[src/rtl/core/assert_macros.svh]
// Assertion macros shared by the RTL
`ifndef ASSERT_MACROS_SVH
`define ASSERT_MACROS_SVH
`ifndef SYNTHESIS
`define ASSERT_CLK(label, clk, rst_n, prop, msg) \
  label: assert property (@(posedge clk) disable iff (!rst_n) (prop)) else $error(msg);
`define ASSERT_NORST(label, clk, prop, msg) \
  label: assert property (@(posedge clk) (prop)) else $error(msg);
`else
`define ASSERT_CLK(label, clk, rst_n, prop, msg)
`define ASSERT_NORST(label, clk, prop, msg)
`endif
`endif

[src/rtl/core/tct_pkg.sv]
// Package: thermistor code table, widths and helper types
`default_nettype none
package tct_pkg;
  localparam int TableEntries = 140;
  localparam int IdxW  = 8;
  localparam int CodeW = 10;
  localparam int TempW = 12;
  // 140 entries can take nine narrowing steps before the interval closes
  localparam int SearchSteps = 9;

  typedef logic [CodeW-1:0] code_t;
  typedef logic [IdxW-1:0]  idx_t;

  // Search state carried through the pipeline
  typedef struct packed {
    logic  vld;
    logic  done;
    code_t code;
    idx_t  lo;
    idx_t  hi;
    idx_t  idx;
  } srch_t;

  function automatic code_t rom_at(input idx_t i);
    code_t r;
    unique case (i)
      8'd0: r=10'd951; 8'd1: r=10'd947; 8'd2: r=10'd943; 8'd3: r=10'd939;
      8'd4: r=10'd934; 8'd5: r=10'd930; 8'd6: r=10'd925; 8'd7: r=10'd920;
      8'd8: r=10'd915; 8'd9: r=10'd909; 8'd10: r=10'd904; 8'd11: r=10'd898;
      8'd12: r=10'd892; 8'd13: r=10'd886; 8'd14: r=10'd880; 8'd15: r=10'd873;
      8'd16: r=10'd866; 8'd17: r=10'd860; 8'd18: r=10'd852; 8'd19: r=10'd845;
      8'd20: r=10'd838; 8'd21: r=10'd830; 8'd22: r=10'd822; 8'd23: r=10'd815;
      8'd24: r=10'd806; 8'd25: r=10'd798; 8'd26: r=10'd790; 8'd27: r=10'd781;
      8'd28: r=10'd772; 8'd29: r=10'd763; 8'd30: r=10'd754; 8'd31: r=10'd745;
      8'd32: r=10'd736; 8'd33: r=10'd727; 8'd34: r=10'd717; 8'd35: r=10'd707;
      8'd36: r=10'd698; 8'd37: r=10'd688; 8'd38: r=10'd678; 8'd39: r=10'd668;
      8'd40: r=10'd658; 8'd41: r=10'd648; 8'd42: r=10'd638; 8'd43: r=10'd628;
      8'd44: r=10'd618; 8'd45: r=10'd607; 8'd46: r=10'd597; 8'd47: r=10'd587;
      8'd48: r=10'd577; 8'd49: r=10'd567; 8'd50: r=10'd557; 8'd51: r=10'd546;
      8'd52: r=10'd536; 8'd53: r=10'd526; 8'd54: r=10'd516; 8'd55: r=10'd507;
      8'd56: r=10'd497; 8'd57: r=10'd487; 8'd58: r=10'd477; 8'd59: r=10'd468;
      8'd60: r=10'd458; 8'd61: r=10'd449; 8'd62: r=10'd440; 8'd63: r=10'd430;
      8'd64: r=10'd421; 8'd65: r=10'd412; 8'd66: r=10'd404; 8'd67: r=10'd395;
      8'd68: r=10'd386; 8'd69: r=10'd378; 8'd70: r=10'd370; 8'd71: r=10'd361;
      8'd72: r=10'd353; 8'd73: r=10'd345; 8'd74: r=10'd338; 8'd75: r=10'd330;
      8'd76: r=10'd323; 8'd77: r=10'd315; 8'd78: r=10'd308; 8'd79: r=10'd301;
      8'd80: r=10'd294; 8'd81: r=10'd287; 8'd82: r=10'd280; 8'd83: r=10'd274;
      8'd84: r=10'd267; 8'd85: r=10'd261; 8'd86: r=10'd255; 8'd87: r=10'd249;
      8'd88: r=10'd243; 8'd89: r=10'd237; 8'd90: r=10'd232; 8'd91: r=10'd226;
      8'd92: r=10'd221; 8'd93: r=10'd216; 8'd94: r=10'd211; 8'd95: r=10'd206;
      8'd96: r=10'd201; 8'd97: r=10'd196; 8'd98: r=10'd191; 8'd99: r=10'd187;
      8'd100: r=10'd182; 8'd101: r=10'd178; 8'd102: r=10'd174; 8'd103: r=10'd170;
      8'd104: r=10'd166; 8'd105: r=10'd162; 8'd106: r=10'd158; 8'd107: r=10'd154;
      8'd108: r=10'd151; 8'd109: r=10'd147; 8'd110: r=10'd144; 8'd111: r=10'd140;
      8'd112: r=10'd137; 8'd113: r=10'd134; 8'd114: r=10'd131; 8'd115: r=10'd128;
      8'd116: r=10'd125; 8'd117: r=10'd122; 8'd118: r=10'd119; 8'd119: r=10'd116;
      8'd120: r=10'd114; 8'd121: r=10'd111; 8'd122: r=10'd109; 8'd123: r=10'd106;
      8'd124: r=10'd104; 8'd125: r=10'd101; 8'd126: r=10'd99; 8'd127: r=10'd97;
      8'd128: r=10'd95; 8'd129: r=10'd93; 8'd130: r=10'd90; 8'd131: r=10'd88;
      8'd132: r=10'd86; 8'd133: r=10'd85; 8'd134: r=10'd83; 8'd135: r=10'd81;
      8'd136: r=10'd79; 8'd137: r=10'd77; 8'd138: r=10'd76; 8'd139: r=10'd74;
      default: r = '0;
    endcase
    return r;
  endfunction
endpackage
`default_nettype wire

[src/rtl/core/tct_search_stage.sv]
// One binary-search step of the table lookup, registered
`default_nettype none
module tct_search_stage (
  input  wire logic          clk,
  input  wire logic          rst_n,
  input  wire logic          en,
  input  wire tct_pkg::srch_t s_in,
  output tct_pkg::srch_t     s_out
);
  tct_pkg::srch_t s_r, s_nxt;
  tct_pkg::idx_t  mid;
  tct_pkg::code_t ent;

  // One narrowing step; a finished search passes through
  always_comb begin
    s_nxt = s_in;
    mid   = tct_pkg::idx_t'((9'(s_in.lo) + 9'(s_in.hi)) >> 1);
    ent   = tct_pkg::rom_at(mid);
    if (!s_in.done) begin
      if (s_in.lo >= s_in.hi) begin
        s_nxt.done = 1'b1;
      end else if (s_in.code == ent) begin
        s_nxt.idx = mid; s_nxt.done = 1'b1;
      end else if (s_in.hi - s_in.lo == 8'd1) begin
        s_nxt.idx = s_in.lo; s_nxt.done = 1'b1;
      end else if (s_in.code < ent) begin
        s_nxt.lo = mid; s_nxt.idx = mid;
      end else begin
        s_nxt.hi = mid; s_nxt.idx = mid;
      end
    end
  end

  always_ff @(posedge clk) begin
    if (!rst_n) begin
      s_r.vld <= 1'b0;
    end else if (en) begin
      s_r.vld <= s_in.vld;
    end
    if (en) begin
      s_r.done <= s_nxt.done; s_r.code <= s_nxt.code;
      s_r.lo <= s_nxt.lo; s_r.hi <= s_nxt.hi; s_r.idx <= s_nxt.idx;
    end
  end
  assign s_out = s_r;
endmodule
`default_nettype wire

[config.mk]
export PLATFORM = sky130hd
export DESIGN_NAME = tct_search_stage
export DESIGN_NICKNAME = d
export VERILOG_FILES = /design/src/rtl/core/assert_macros.svh /design/src/rtl/core/tct_pkg.sv /design/src/rtl/core/tct_search_stage.sv
export SDC_FILE = /design/constraint.sdc
export NUM_CORES = 1
export LEC_CHECK = 0
export ABC_AREA = 0
export BUFFER_PORTS_ARGS = -buffer_cell sky130_fd_sc_hd__buf_2
export CAP_MARGIN = 10
export CORE_ASPECT_RATIO = 1.4
export CORE_MARGIN = 8
export CORE_UTILIZATION = 55
export DETAILED_ROUTE_END_ITERATION = 8
export PLACE_DENSITY = 0.78
export SLEW_MARGIN = 15
export SYNTH_ARGS = -nofsm -noshare
export SYNTH_HDL_FRONTEND = slang
export SYNTH_SLANG_ARGS = --single-unit
[constraint.sdc]
create_clock -name clk -period 6.04 [get_ports clk]
set_clock_uncertainty 0.05 [all_clocks]
set_input_delay 0.302 -clock clk [delete_from_list [all_inputs] [get_ports clk]]
set_output_delay 0.302 -clock clk [all_outputs]
set_load 0.005 [all_outputs]
==> results.ini <==
[setup_path]
worstSetupStartpointType = input pin
r2r_cells = 2
crit_type = input pin to register
cp_cell_sequence = buf_2, ha_1, inv_1, fa_1, nor2_1, o31ai_1, xnor2_2, buf_4, nor2_1, a221o_1, a21oi_1, o31a_1, o2111ai_1, ha_1, nor2b_1, o21ai_0, a21oi_1, a211oi_1, o21ai_0, nor2b_2, mux2_4
cp_max_fo = 17
cp-end-kind = register
slowest_delay_ns = 0.78
slowest_stage = xnor2_2
crit_required_ns = 6.03
crit_arrival_ns = 5.46

[global_route]
grt_overflow = 0
grt_pass1_vias = 4373
grt_antenna_before_repair = 0
grt_use_total = 0.2548
grt_pass1_wl_um = 22400
grt_max_degree = 39

[logic_synthesis]
synth-seq-cells = 36
synth_top_area_frac = 0.2491
synthMuxAreaShare = 0.08363
synth_simple_gate_area_frac = 0.1815
syn_nets = 589
synth_cells = 511
synth_area_mm2 = 0.004219
synth-edff-count = 35
synth_top_family_by_area = compound AO/OA/AOI/OAI gates
synth_flop_cell = edfxtp_1
synthArstFlopShare = 0
synthAdderAreaFrac = 0.1192
ys_types = 67
yosysSeqAreaShare = 0.2539
synthXorXnorAreaFrac = 0.01453
synth_warnings = 0
synth_top_cell_by_area = edfxtp_1
synth_area_per_cell_um2 = 8.256
synth_area_leaders = edfxtp_1 (25%), ha_1 (11%), mux2i_1 (5.0%), o21ai_0 (4.3%), nand2_1 (4.3%)
synth_compound_area_frac = 0.2847

[power_and_ir_drop]
pwr-share-clk = 0.135
leakagePower_uw = 0.002016
power_density_mw_per_mm2 = 270.6
power_switching_uw = 600.2
peakVddDrop_v = 0.0001292
p_seq_frac = 0.238
p_comb_frac = 0.627
swShare = 0.4616
p_int_uw = 700.1

[clock_network]
clockRootBuffer = clkbuf_8
numCtsBuffers = 5
cts_sinks = 36
clock_path_buffers = 2
cts_setup_buffers = 0
cts_max_level = 2
clk_latency_ns = 0.29
clk_pin_slew_ns = 0.07
postCtsHoldBufs = 0
cts_resized = 0
cts_tree = built

[floorplanning]
io-pin-count = 75
chipHeight_um = 119.6
die_w_um = 90.02
core_mm2 = 0.007607
dieArea_mm2 = 0.01077
rows = 38
initial_utilization = 0.5546

[placement]
dp_hpwl_um = 10960
dp_cells = 665
globalplace.congestion = 0.9797
port_buffers = 74

[routing]
vias = 4429
postRouteWirelength_um = 14290
drt_iter0_drc = 347
wire_per_inst_um = 21.23
ant_nets = 0
via_per_inst = 6.581
dr.pass1.iters = 6
drc_errors = 0

[finish]
synthToLayoutAreaGrowth_pct = 13.91
fin_nets = 650
final_cells = 673
largest_reg_flops = 36
drive_above_1_share = 0.2269
nFillCells = 688
n_antenna_cell = 0

[timing]
hold_viol_final = 0
whs_ns = 0.1455
fin_crit_sh = 0.9055
worstMarginPinSlew_ns = 1.041
fmax_mhz = 182.8
setup-tns-final_ns = 0
rsz0062_at_grt = no
maxSlewViolCount = 0
setup_viol = 0
min_period_ns = 5.469
maxSlewHeadroom = 0.3048

[min_path]
worstHoldPathCells = 1
hp-class = input pin to register

[status]
status = finished, final reports clean

[run]
maxCapViolCount = 0

## stage by stage
| stage | cell area, µm² | setup WS (ns) | utilization | total power (µW) |
|---|---|---|---|---|
| after CTS | 4806 | 0.7273 | 0.6317 | 1277 |
| after floorplan | 4219 | 1.267 | - | 851.1 |
| after global placement | 4713 | 0.5720 | 0.6196 | 1093 |
| after global routing | 4806 | 0.3226 | 0.6317 | 1372 |
| after detailed placement | 4713 | 0.4323 | 0.6196 | 1101 |
| final | 4806 | 0.5709 | 0.6317 | 1300 |
## layout by cell type (no fill, tap or decap), types with 4 or more instances in the layout
master    instances
mux2i_1          21
a211oi_1         11
nor2b_1           5
buf_2            74
o21ai_0          36
o22ai_1           6
nand2_1          48
a31oi_1           5
o21a_1            6
nand3_1          11
inv_1            19
nor2_1           46
o31a_1            4
a21oi_1          34
o31ai_1          10
o211ai_1          8
o21ai_1          11
clkbuf_8          6
a21o_1            6
a21boi_0          4
a211o_1           5
or3_1             6
buf_4            20
nand4_1           5
a221oi_1          6
edfxtp_1         35
mux2_4            8
nand2b_1          4
ha_1             37
nor3_1           14
## power groups by stage
stage | registers [µW] | clock network, µW | logic (µW)
finish | 310 | 175 | 815
global route | 312 | 187 | 874
CTS | 310 | 178 | 789
detailed placement | 316 | 0 | 785
global placement | 315 | 0 | 778
floorplan | 321 | 0 | 531
## layer usage
layer / up-vias / part of all wire / wire length, µm / global-route usage
li1: 2038 / - / - / -
met1: 2042 / 0.37 / 5267 / 0.2769
met2: 277 / 0.49 / 6982 / 0.4354
met3: 72 / 0.073 / 1049 / 0.03875
met4: 0 / 0.069 / 992 / 0.2038
met5: - / 0 / 0 / 0
## synthesized netlist by cell type, types with 8 or more instances
library cell,n
mux2_4,8
mux2i_1,21
buf_2,13
edfxtp_1,35
a21oi_1,34
o21ai_1,11
inv_1,19
nand3_1,11
o31ai_1,10
ha_1,37
clkbuf_1,20
a211oi_1,11
nor2_1,46
nand2_1,48
o211ai_1,8
nor3_1,14
o21ai_0,36
## layout make-up
| type | count | area, µm² | area share |
|---|---|---|---|
| clock buffer | 6 | 82.58 | 0.01718 |
| timing repair buffer | 94 | 520.5 | 0.1083 |
| inverter | 22 | 82.58 | 0.01718 |
| multi-input combinational | 413 | 2914 | 0.6064 |
| tap | 100 | 125.1 | 0.02603 |
| sequential | 36 | 1071 | 0.2229 |
| clock inverter | 2 | 10.01 | 0.002083 |
## critical path: cells and delay by family
| kind | cells | cell delay [ns] |
|---|---|---|
| fa+ha+maj | 3 | 0.90 |
| xor+xnor | 1 | 0.78 |
| buf+inv | 3 | 0.47 |
| mux | 1 | 0.36 |
| compound gates | 9 | 1.56 |
| simple gates | 4 | 1.06 |
## kinds of logic after synthesis
kind of cell,after synthesis
compound gates,179
simple gates,158
buf+inv,62
fa+ha+maj,39
flops,36
mux,30
xor+xnor,7
## path summary, 6_finish.rpt
check                                       startpoint                endpoint  slack (ns)
worst max-delay path                          s_in[16]     s_out[11]$_DFFE_PP_        0.57
worst min-delay path                          s_in[24]     s_out[24]$_DFFE_PP_        0.15
worst max register to register  s_out[35]$_SDFFE_PN0P_  s_out[35]$_SDFFE_PN0P_        5.40
worst min register to register  s_out[35]$_SDFFE_PN0P_  s_out[35]$_SDFFE_PN0P_        0.46
Power figures use the tool's default switching activity.
